===== src/rtl/bcc_pkg.sv =====
// Shared types, codes and helpers for the button click classifier.
`default_nettype none

package bcc_pkg;

    localparam int NUM_BUTTONS_DEF = 8;
    localparam int IDX_W           = 3;
    localparam int CFG_ADDR_W      = 3;
    localparam int CFG_DATA_W      = 8;

    localparam logic [7:0] HOLD_TOP = 8'hFF;

    // phase codes
    localparam logic [1:0] PH_IDLE     = 2'd0;
    localparam logic [1:0] PH_PRESSED  = 2'd1;
    localparam logic [1:0] PH_RELEASED = 2'd2;
    localparam logic [1:0] PH_WAIT     = 2'd3;

    // previous phase codes
    localparam logic [1:0] PP_NONE  = 2'd0;
    localparam logic [1:0] PP_PRESS = 2'd1;
    localparam logic [1:0] PP_WAIT  = 2'd2;
    localparam logic [1:0] PP_LONG  = 2'd3;

    // trigger codes
    localparam logic [1:0] TR_NONE   = 2'd0;
    localparam logic [1:0] TR_PRESS  = 2'd1;
    localparam logic [1:0] TR_DOUBLE = 2'd2;
    localparam logic [1:0] TR_LONG   = 2'd3;

    // event codes
    localparam logic [2:0] EV_NONE         = 3'd0;
    localparam logic [2:0] EV_RELEASE      = 3'd1;
    localparam logic [2:0] EV_SINGLE       = 3'd2;
    localparam logic [2:0] EV_DOUBLE       = 3'd3;
    localparam logic [2:0] EV_LONG         = 3'd4;
    localparam logic [2:0] EV_LONG_RELEASE = 3'd5;

    // register indexes
    localparam logic [CFG_ADDR_W-1:0] REG_DEBOUNCE     = 3'd0;
    localparam logic [CFG_ADDR_W-1:0] REG_LONG         = 3'd1;
    localparam logic [CFG_ADDR_W-1:0] REG_LONG_REPEAT  = 3'd2;
    localparam logic [CFG_ADDR_W-1:0] REG_DOUBLE_GAP   = 3'd3;
    localparam logic [CFG_ADDR_W-1:0] REG_LONG_ON_REL  = 3'd4;
    localparam logic [CFG_ADDR_W-1:0] REG_DELAYED_SGL  = 3'd5;
    localparam logic [CFG_ADDR_W-1:0] REG_ACTIVE_MASK  = 3'd6;
    localparam logic [CFG_ADDR_W-1:0] REG_EVENT_ENABLE = 3'd7;

    typedef struct packed {
        logic       stable_level;
        logic [7:0] debounce_count;
        logic [1:0] phase;
        logic [1:0] previous_phase;
        logic [1:0] trigger_event;
        logic [7:0] hold_count;
        logic [7:0] repeat_count;
        logic [7:0] gap_count;
    } bcc_entry_t;

    localparam bcc_entry_t ENTRY_RESET = '{
        stable_level:   1'b1,
        debounce_count: 8'd0,
        phase:          PH_IDLE,
        previous_phase: PP_NONE,
        trigger_event:  TR_NONE,
        hold_count:     8'd0,
        repeat_count:   8'd0,
        gap_count:      8'd0
    };

    typedef struct packed {
        logic [7:0] debounce_ticks;
        logic [7:0] long_ticks;
        logic [7:0] long_repeat_ticks;
        logic [7:0] double_gap_ticks;
        logic       long_on_release;
        logic       delayed_single;
        logic [7:0] active_level_mask;
        logic [4:0] event_enable_mask;
    } bcc_cfg_t;

    function automatic logic ev_enabled(input logic [4:0] mask, input logic [2:0] code);
        logic en;
        case (code)
            EV_RELEASE:      en = mask[0];
            EV_SINGLE:       en = mask[1];
            EV_DOUBLE:       en = mask[2];
            EV_LONG:         en = mask[3];
            EV_LONG_RELEASE: en = mask[4];
            default:         en = 1'b0;
        endcase
        return en;
    endfunction

endpackage

`default_nettype wire


===== src/rtl/bcc_step.sv =====
// Per-button debounce and press classification update for one tick.
`default_nettype none

module bcc_step
    import bcc_pkg::*;
(
    input  bcc_entry_t cur,
    input  logic       level,
    input  logic       active,
    input  bcc_cfg_t   cfg,
    output bcc_entry_t nxt,
    output logic [2:0] first_event,
    output logic [2:0] second_event
);

    always_comb begin
        bcc_entry_t s;
        logic [2:0] ev_a;
        logic [2:0] ev_b;
        logic       en_a;
        logic       en_b;
        logic [1:0] trig;

        s    = cur;
        ev_a = EV_NONE;
        ev_b = EV_NONE;
        trig = TR_PRESS;

        if (level != s.stable_level) begin
            s.debounce_count = s.debounce_count + 8'd1;
            if (s.debounce_count >= cfg.debounce_ticks) begin
                s.stable_level   = level;
                s.debounce_count = 8'd0;
                if (s.phase == PH_IDLE || s.phase == PH_WAIT) begin
                    s.phase = PH_PRESSED;
                end else if (s.phase == PH_PRESSED) begin
                    s.phase = PH_RELEASED;
                    ev_a    = EV_RELEASE;
                end
            end
        end

        case (s.phase)
            PH_PRESSED: begin
                if (s.stable_level == active) begin
                    s.hold_count = s.hold_count + 8'd1;
                    if (s.hold_count >= cfg.long_ticks) begin
                        if (cfg.long_on_release) begin
                            trig = TR_LONG;
                        end else begin
                            s.repeat_count = s.repeat_count + 8'd1;
                            if (s.repeat_count >= cfg.long_repeat_ticks) begin
                                s.repeat_count = 8'd0;
                                trig           = TR_LONG;
                                ev_b           = EV_LONG;
                            end else if (s.trigger_event == TR_LONG) begin
                                trig = TR_LONG;
                            end
                        end
                        if (s.hold_count == HOLD_TOP) begin
                            s.hold_count = cfg.long_ticks;
                        end
                    end
                    s.trigger_event = trig;
                end
            end
            PH_RELEASED: begin
                if (s.trigger_event == TR_PRESS) begin
                    if (s.gap_count <= cfg.double_gap_ticks && s.previous_phase == PP_WAIT) begin
                        s.trigger_event  = TR_DOUBLE;
                        ev_b             = EV_DOUBLE;
                        s.phase          = PH_IDLE;
                        s.previous_phase = PP_NONE;
                    end else begin
                        s.gap_count  = 8'd0;
                        s.hold_count = 8'd0;
                        if (!cfg.delayed_single) begin
                            ev_b = EV_SINGLE;
                        end
                        s.phase          = PH_WAIT;
                        s.previous_phase = PP_WAIT;
                    end
                end else if (s.trigger_event == TR_LONG) begin
                    ev_b             = cfg.long_on_release ? EV_LONG : EV_LONG_RELEASE;
                    s.hold_count     = 8'd0;
                    s.phase          = PH_IDLE;
                    s.previous_phase = PP_LONG;
                end
            end
            PH_WAIT: begin
                s.gap_count = s.gap_count + 8'd1;
                if (s.gap_count >= cfg.double_gap_ticks) begin
                    s.phase          = PH_IDLE;
                    s.previous_phase = PP_NONE;
                    if (cfg.delayed_single) begin
                        s.gap_count      = 8'd0;
                        ev_b             = EV_SINGLE;
                        s.previous_phase = PP_PRESS;
                    end
                end
            end
            default: begin
            end
        endcase

        en_a = ev_enabled(cfg.event_enable_mask, ev_a);
        en_b = ev_enabled(cfg.event_enable_mask, ev_b);

        nxt          = s;
        first_event  = en_a ? ev_a : (en_b ? ev_b : EV_NONE);
        second_event = (en_a && en_b) ? ev_b : EV_NONE;
    end

endmodule

`default_nettype wire


===== src/rtl/button_click_classifier.sv =====
// Button click classifier: per-button state table with read-modify-write update.
// Pipeline: the table read feeds the update stage, and the update feeds the result register.
// Throughput: one tick per cycle while the result is taken; a tick for the button of the most
// recent update takes the forwarded entry instead of the table read data.
// Reset: clears configuration to defaults and the entry valid bits; an unwritten
// entry reads as the idle entry. No clearing pass.
`default_nettype none

module button_click_classifier
    import bcc_pkg::*;
#(
    parameter int NUM_BUTTONS = NUM_BUTTONS_DEF
) (
    input  wire logic                  aclk,
    input  wire logic                  aresetn,
    input  wire logic                  cfg_we,
    input  wire logic [CFG_ADDR_W-1:0] cfg_addr,
    input  wire logic [CFG_DATA_W-1:0] cfg_wdata,
    input  wire logic                  s_tvalid,
    output logic                       s_tready,
    input  wire logic [7:0]            s_tdata,   // button_index[2:0], level[3]
    output logic                       m_tvalid,
    input  wire logic                  m_tready,
    output logic [15:0]                m_tdata    // first_event[2:0], second_event[5:3],
                                                  // latched_event[7:6], press_state[9:8]
);

    localparam int AW = (NUM_BUTTONS > 1) ? $clog2(NUM_BUTTONS) : 1;

    bcc_cfg_t cfg_reg;

    bcc_entry_t table_mem [NUM_BUTTONS];
    logic [NUM_BUTTONS-1:0] entry_valid_reg;

    logic             s1_valid_reg;
    logic             s1_inrange_reg;
    logic [IDX_W-1:0] s1_idx_reg;
    logic             s1_level_reg;
    bcc_entry_t       rd_data_reg;
    logic             rd_hit_reg;

    logic             wb_valid_reg;
    logic [AW-1:0]    wb_addr_reg;
    bcc_entry_t       wb_data_reg;

    logic        m_valid_reg;
    logic [2:0]  first_reg;
    logic [2:0]  second_reg;
    logic [1:0]  latched_reg;
    logic [1:0]  state_reg;

    logic             s_accept;
    logic             s1_advance;
    logic [IDX_W-1:0] in_idx;
    logic             in_inrange;
    logic [AW-1:0]    in_addr;
    logic [AW-1:0]    s1_addr;
    bcc_entry_t       cur_entry;
    bcc_entry_t       nxt_entry;
    logic [2:0]       first_next;
    logic [2:0]       second_next;
    logic             s1_write;

    assign in_idx     = s_tdata[IDX_W-1:0];
    assign in_inrange = (int'(in_idx) < NUM_BUTTONS);
    assign in_addr    = AW'(in_idx);
    assign s1_addr    = AW'(s1_idx_reg);

    assign s1_advance = !m_valid_reg || m_tready;
    assign s_tready   = !s1_valid_reg || s1_advance;
    assign s_accept   = s_tvalid && s_tready;
    assign s1_write   = s1_valid_reg && s1_advance && s1_inrange_reg;

    always_comb begin
        if (wb_valid_reg && wb_addr_reg == s1_addr) begin
            cur_entry = wb_data_reg;
        end else if (rd_hit_reg) begin
            cur_entry = rd_data_reg;
        end else begin
            cur_entry = ENTRY_RESET;
        end
    end

    bcc_step u_step (
        .cur          (cur_entry),
        .level        (s1_level_reg),
        .active       (cfg_reg.active_level_mask[s1_idx_reg]),
        .cfg          (cfg_reg),
        .nxt          (nxt_entry),
        .first_event  (first_next),
        .second_event (second_next)
    );

    always_ff @(posedge aclk) begin
        if (!aresetn) begin
            cfg_reg <= '{
                debounce_ticks:    8'd2,
                long_ticks:        8'd50,
                long_repeat_ticks: 8'd5,
                double_gap_ticks:  8'd15,
                long_on_release:   1'b0,
                delayed_single:    1'b0,
                active_level_mask: 8'd0,
                event_enable_mask: 5'd31
            };
        end else if (cfg_we) begin
            case (cfg_addr)
                REG_DEBOUNCE:     cfg_reg.debounce_ticks    <= cfg_wdata;
                REG_LONG:         cfg_reg.long_ticks        <= cfg_wdata;
                REG_LONG_REPEAT:  cfg_reg.long_repeat_ticks <= cfg_wdata;
                REG_DOUBLE_GAP:   cfg_reg.double_gap_ticks  <= cfg_wdata;
                REG_LONG_ON_REL:  cfg_reg.long_on_release   <= cfg_wdata[0];
                REG_DELAYED_SGL:  cfg_reg.delayed_single    <= cfg_wdata[0];
                REG_ACTIVE_MASK:  cfg_reg.active_level_mask <= cfg_wdata;
                REG_EVENT_ENABLE: cfg_reg.event_enable_mask <= cfg_wdata[4:0];
                default: begin
                end
            endcase
        end
    end

    always_ff @(posedge aclk) begin
        if (s1_write) begin
            table_mem[s1_addr] <= nxt_entry;
        end
        if (s_accept) begin
            rd_data_reg <= table_mem[in_addr];
        end
    end

    always_ff @(posedge aclk) begin
        if (!aresetn) begin
            entry_valid_reg <= '0;
            rd_hit_reg      <= 1'b0;
        end else begin
            if (s1_write) begin
                entry_valid_reg[s1_addr] <= 1'b1;
            end
            if (s_accept) begin
                rd_hit_reg <= entry_valid_reg[in_addr];
            end
        end
    end

    always_ff @(posedge aclk) begin
        if (!aresetn) begin
            s1_valid_reg <= 1'b0;
        end else if (s_tready) begin
            s1_valid_reg <= s_tvalid;
        end
    end

    always_ff @(posedge aclk) begin
        if (s_accept) begin
            s1_idx_reg     <= in_idx;
            s1_level_reg   <= s_tdata[IDX_W];
            s1_inrange_reg <= in_inrange;
        end
    end

    always_ff @(posedge aclk) begin
        if (!aresetn) begin
            wb_valid_reg <= 1'b0;
        end else if (s1_write) begin
            wb_valid_reg <= 1'b1;
        end
    end

    always_ff @(posedge aclk) begin
        if (s1_write) begin
            wb_addr_reg <= s1_addr;
            wb_data_reg <= nxt_entry;
        end
    end

    always_ff @(posedge aclk) begin
        if (!aresetn) begin
            m_valid_reg <= 1'b0;
        end else if (s1_advance) begin
            m_valid_reg <= s1_valid_reg;
        end
    end

    always_ff @(posedge aclk) begin
        if (s1_valid_reg && s1_advance) begin
            if (s1_inrange_reg) begin
                first_reg   <= first_next;
                second_reg  <= second_next;
                latched_reg <= nxt_entry.trigger_event;
                state_reg   <= nxt_entry.phase;
            end else begin
                first_reg   <= EV_NONE;
                second_reg  <= EV_NONE;
                latched_reg <= TR_NONE;
                state_reg   <= PH_IDLE;
            end
        end
    end

    assign m_tvalid = m_valid_reg;
    assign m_tdata  = {6'd0, state_reg, latched_reg, second_reg, first_reg};

    a_second_needs_first: assert property (@(posedge aclk) disable iff (!aresetn)
        m_tvalid |-> (first_reg != EV_NONE || second_reg == EV_NONE))
        else $error("second event reported without a first event");

    a_event_code_range: assert property (@(posedge aclk) disable iff (!aresetn)
        m_tvalid |-> (first_reg <= EV_LONG_RELEASE && second_reg <= EV_LONG_RELEASE))
        else $error("event code out of range");

    a_stage_holds: assert property (@(posedge aclk) disable iff (!aresetn)
        (s1_valid_reg && !s1_advance) |=> (s1_valid_reg && $stable(s1_idx_reg)))
        else $error("update stage lost a request while stalled");

    a_reset_clears_output: assert property (@(posedge aclk)
        !aresetn |=> !m_tvalid)
        else $error("result valid right after reset");

endmodule

`default_nettype wire


===== config.mk =====
export PLATFORM = sky130hd
export DESIGN_NAME = button_click_classifier
export DESIGN_NICKNAME = d
export VERILOG_FILES = /design/src/rtl/bcc_pkg.sv /design/src/rtl/bcc_step.sv /design/src/rtl/button_click_classifier.sv
export SDC_FILE = /design/constraint.sdc
export NUM_CORES = 1
export LEC_CHECK = 0
export BUFFER_PORTS_ARGS = -buffer_cell sky130_fd_sc_hd__buf_2
export CAP_MARGIN = 15
export CORE_ASPECT_RATIO = 1.25
export CORE_MARGIN = 2
export CORE_UTILIZATION = 35
export DETAILED_ROUTE_END_ITERATION = 6
export GPL_TIMING_DRIVEN = 0
export PLACE_DENSITY = 0.57
export RECOVER_POWER = 100
export SKIP_CTS_REPAIR_TIMING = 1
export SYNTH_ARGS = -nofsm -noshare
export SYNTH_HDL_FRONTEND = slang
export SYNTH_SLANG_ARGS = --single-unit

===== constraint.sdc =====
create_clock -name aclk -period 6 [get_ports aclk]
set_clock_uncertainty 0.05 [all_clocks]
set_input_delay 0 -clock aclk [delete_from_list [all_inputs] [get_ports aclk]]
set_output_delay 0 -clock aclk [all_outputs]
set_load 0.02 [all_outputs]

==> flow_metrics.env <==
export IMPL_startpoint_type="flip-flop"
export IMPL_postSynth_asyncResetShare_pct=0
export IMPL_clock_fmax_mhz=172.9
export IMPL_violations="negative hold slack, max-capacitance violations, max-slew violations"
export IMPL_grt_pass1_vias=11600
export IMPL_final_setup_viol_count=0
export IMPL_synth_area_um2=20060
export IMPL_min_period_over_period_pct=96.38
export IMPL_layout_drive_gt1_share_pct=20.65
export IMPL_p_int_uw=5775
export IMPL_drv_slew=121
export IMPL_routed_via_density=5.237
export IMPL_p_leak_uw=0.008116
export IMPL_rows=98
export IMPL_core_um2=56890
export IMPL_grt_overflow=0
export IMPL_rr_startpoint="s1_addr[1]"
export IMPL_cts_clk_slew_worst_paths_ps=60
export IMPL_grt_pass1_wl_um=73170
export IMPL_drt_first_iter_violations=957
export IMPL_first_pass_iters=5
export IMPL_status="finished with violations"
export IMPL_design_area_um2=23630
export IMPL_crit_path_end="table_mem[7][22]"
export IMPL_grt_max_degree=46
export IMPL_swShare_pct=21.84
export IMPL_drc=0
export IMPL_rrSetupSlack_ps=220
export IMPL_fillCellCount=5194
export IMPL_die_x_um=218.1
export IMPL_combPwrFrac_pct=8.0
export IMPL_finalWorstSetupSlack_ps=217.1
export IMPL_min_path_type="input port to flip-flop"
export IMPL_hold_viol_final=1
export IMPL_setup_worst_path_start="s1_addr[1]"
export IMPL_avgSynthCellArea_um2=15.25
export IMPL_antenna_found_initial=3
export IMPL_htree_levels=2
export IMPL_placed_area_um2=21750
export IMPL_ant_nets=0
export IMPL_start_util_pct=35.25
export IMPL_wire_per_inst_um=22.20
export IMPL_synth_seq_area_share_pct=66.22
export IMPL_critPathArrivalTime_ps=6020
export IMPL_synth_edf_count=403
export IMPL_worst_pin_slew_ps=3913
export IMPL_synth_warnings=0
export IMPL_dp_hpwl_um=32890
export IMPL_synth_cell_type_count=69
export IMPL_die_area_um2=59250
export IMPL_end_kind="flip-flop"
export IMPL_clk_latency_ps=560
export IMPL_nNetsFinal=1520
export IMPL_netlist_instances=1315
export IMPL_cts_buffer_depth=3
export IMPL_routed_wl_um=49580
export IMPL_p_clk_share_pct=42.8
export IMPL_max_cap_violations=7
export IMPL_cts_root_buf="clkbuf_16"
export IMPL_grt_usage_pct=16.57
export IMPL_ys_ff_latch=462
export IMPL_io_buffers=27
export IMPL_largest_register_ffs=312
export IMPL_via_count=11690
export IMPL_die_y_um=271.7
export IMPL_switchingPower_uw=1613
export IMPL_cts_made_buffers=46
export IMPL_r2r_cells=24
export IMPL_min_period_ps=5783
export IMPL_cts_tree="done"
export IMPL_critPathMaxFanout=10
export IMPL_peakVddDrop_mv=0.2104
export IMPL_place_worst_setup_slack_ps=-1164
export IMPL_seqPwrFrac_pct=49.2
export IMPL_synth_main_ff_cell="edfxtp_1"
export IMPL_clkSinkCount=462
export IMPL_cp_required_ps=6240
export IMPL_io_pins=42
export IMPL_syn_to_final_growth_pct=17.83
export IMPL_worstSetupPathType="flip-flop to flip-flop"
export IMPL_relSlewSlack_pct=-160.8
export IMPL_timing_rr_end="table_mem[7][22]"
export IMPL_place_congestion=0.8271
export IMPL_hold_ws_ps=-19.37
export IMPL_power_density_nw_per_um2=312.6
==> cells in the mapped netlist, types with 4 or more instances <==
master      n  area (µm²)
xor2_1     12       105.1
mux2_2     45       506.7
mux4_2     82        1847
mux2i_1    26       260.3
dfxtp_1    59        1181
nor2_1     52       195.2
nand2b_1   17       106.4
nand3b_1    4       30.03
buf_6       4       45.04
and3_1     20       125.1
ha_1       50       625.6
and2_1     12       75.07
nor2b_1     9       56.30
xnor2_1    18       157.7
nand4_1     7       43.79
edfxtp_1  403       12100
clkbuf_1   33       123.9
a211oi_1    5       37.54
o21ai_0    25       125.1
nand3_1    36       180.2
a21oi_1    75       375.4
o21a_1      5       37.54
inv_1      53       198.9
buf_4      10       75.07
nor3_1     12       60.06
buf_1      10       37.54
o211ai_1   10       75.07
o22ai_1    17       106.4
or3_1       5       31.28
a31oi_1     5       31.28
nand2_1   137       514.2
==> power by group through the flow <==
stage / clock network (µW) / registers [µW] / logic (µW)
after floorplan: 0 / 3690 / 354
after detailed placement: 0 / 3700 / 544
after global routing: 3350 / 3640 / 643
after CTS: 3230 / 3630 / 546
final: 3160 / 3630 / 592
after global placement: 0 / 3710 / 510
==> final cells by class <==
type | count | area (µm²) | share of cell area, %
multi-input cells | 745 | 6583 | 27.85
inverters | 54 | 202.7 | 0.8576
diodes | 1 | 2.502 | 0.01059
plain buffers | 58 | 307.8 | 1.302
clock buffers | 53 | 1199 | 5.072
clock inverters | 31 | 462.9 | 1.959
flip-flops and latches | 462 | 13280 | 56.21
well taps | 750 | 938.4 | 3.971
repair buffers | 79 | 654.4 | 2.769
==> worst min-delay path by stage <==
stage	start	endpoint	slack, ps	depth (start not counted)
floorplan	s_tdata[0]	s1_addr[0]	50	0
CTS	s_tdata[3]	s1_level_reg	-440	1
global route	cfg_addr[1]	cfg_reg[19]	30	4
detailed placement	s_tdata[3]	s1_level_reg	130	1
finish	cfg_addr[1]	cfg_reg[19]	-20	4
global placement	s_tdata[3]	s1_level_reg	130	1
==> logic make-up (layout without fill, tap and decap cells) <==
| logic type | count (synthesis) | after routing | share of synthesized area (%) |
|---|---|---|---|
| xor gates and xnor gates | 34 | 34 | 1.747 |
| other | 1 | 7 | 0.01870 |
| AOI/OAI and AO/OA | 169 | 170 | 5.115 |
| buffers and inverters | 114 | 275 | 2.489 |
| adders and majority gates | 50 | 50 | 3.119 |
| DFF | 462 | 462 | 66.22 |
| muxes | 159 | 159 | 13.52 |
| and+or+nand+nor | 326 | 326 | 7.772 |
==> layer usage <==
layer	up-vias	GRT usage [%]	share of wire [%]
met1	5990	21.08	41
met4	4	5.066	3.2
met3	90	2.655	4.9
met5	-	0	0.054
li1	5296	-	-
met2	314	28.92	51
==> stage by stage <==
stage	power [µW]	hold slack, ps	util [%]	setup TNS, ps	cells
3_3_place_gp	4216	133.5	37.19	-1232690	2097
4_1_cts	7407	-439.3	41.15	-257370	2203
2_1_floorplan	4044	48.87	-	0	1320
6_report	7389	-19.37	41.54	0	2233
5_1_grt	7629	28.41	41.54	-256.9	2233
3_5_place_dp	4246	131.3	38.23	-248570	2119
==> cell usage in the layout (no fill, tap or decap), types with 5 or more instances in the layout <==
master         Yosys  final
a211oi_1           5      5
a21oi_1           75     69
a21oi_2            2      6
and2_1            12      9
and3_1            20     21
buf_16             0      5
buf_2              3     17
buf_4             10      9
buf_6              4      6
bufinv_16          0     12
clkbuf_1          33     63
clkbuf_16          0     47
clkbuf_2           0      5
clkbuf_4           0      9
clkinv_1           1      7
clkinv_2           0      8
conb_1             1      6
dfxtp_1           59     58
dlygate4sd3_1      0     20
edfxtp_1         403    403
ha_1              50     48
inv_1             53     53
mux2_2            45     42
mux2i_1           26     24
mux4_2            82     82
nand2_1          137    136
nand2b_1          17     17
nand3_1           36     35
nand4_1            7      7
nor2_1            52     51
nor2b_1            9      8
nor3_1            12     12
o211ai_1          10     10
o21a_1             5      5
o21ai_0           25     23
o22ai_4            0     11
or3_1              5      5
xnor2_1           18     18
xor2_1            12     12
==> critical path: stages, from the launching register on <==
cell	delay, ps
edfxtp_1	400
buf_6	170
xnor2_4	150
nand4_4	150
buf_8	220
buf_6	230
buf_2	340
clkbuf_4	340
and3_1	200
a21oi_2	70
inv_1	100
ha_1	270
and3_1	240
nand4_1	120
xnor2_1	230
mux2i_1	140
ha_1	350
nand4_1	130
nor3_1	260
o21a_1	150
and4_1	210
nand3_1	240
o21ai_0	380
o22ai_2	140
buf_4	180
Note: power is estimated with default switching activity, not from simulation.
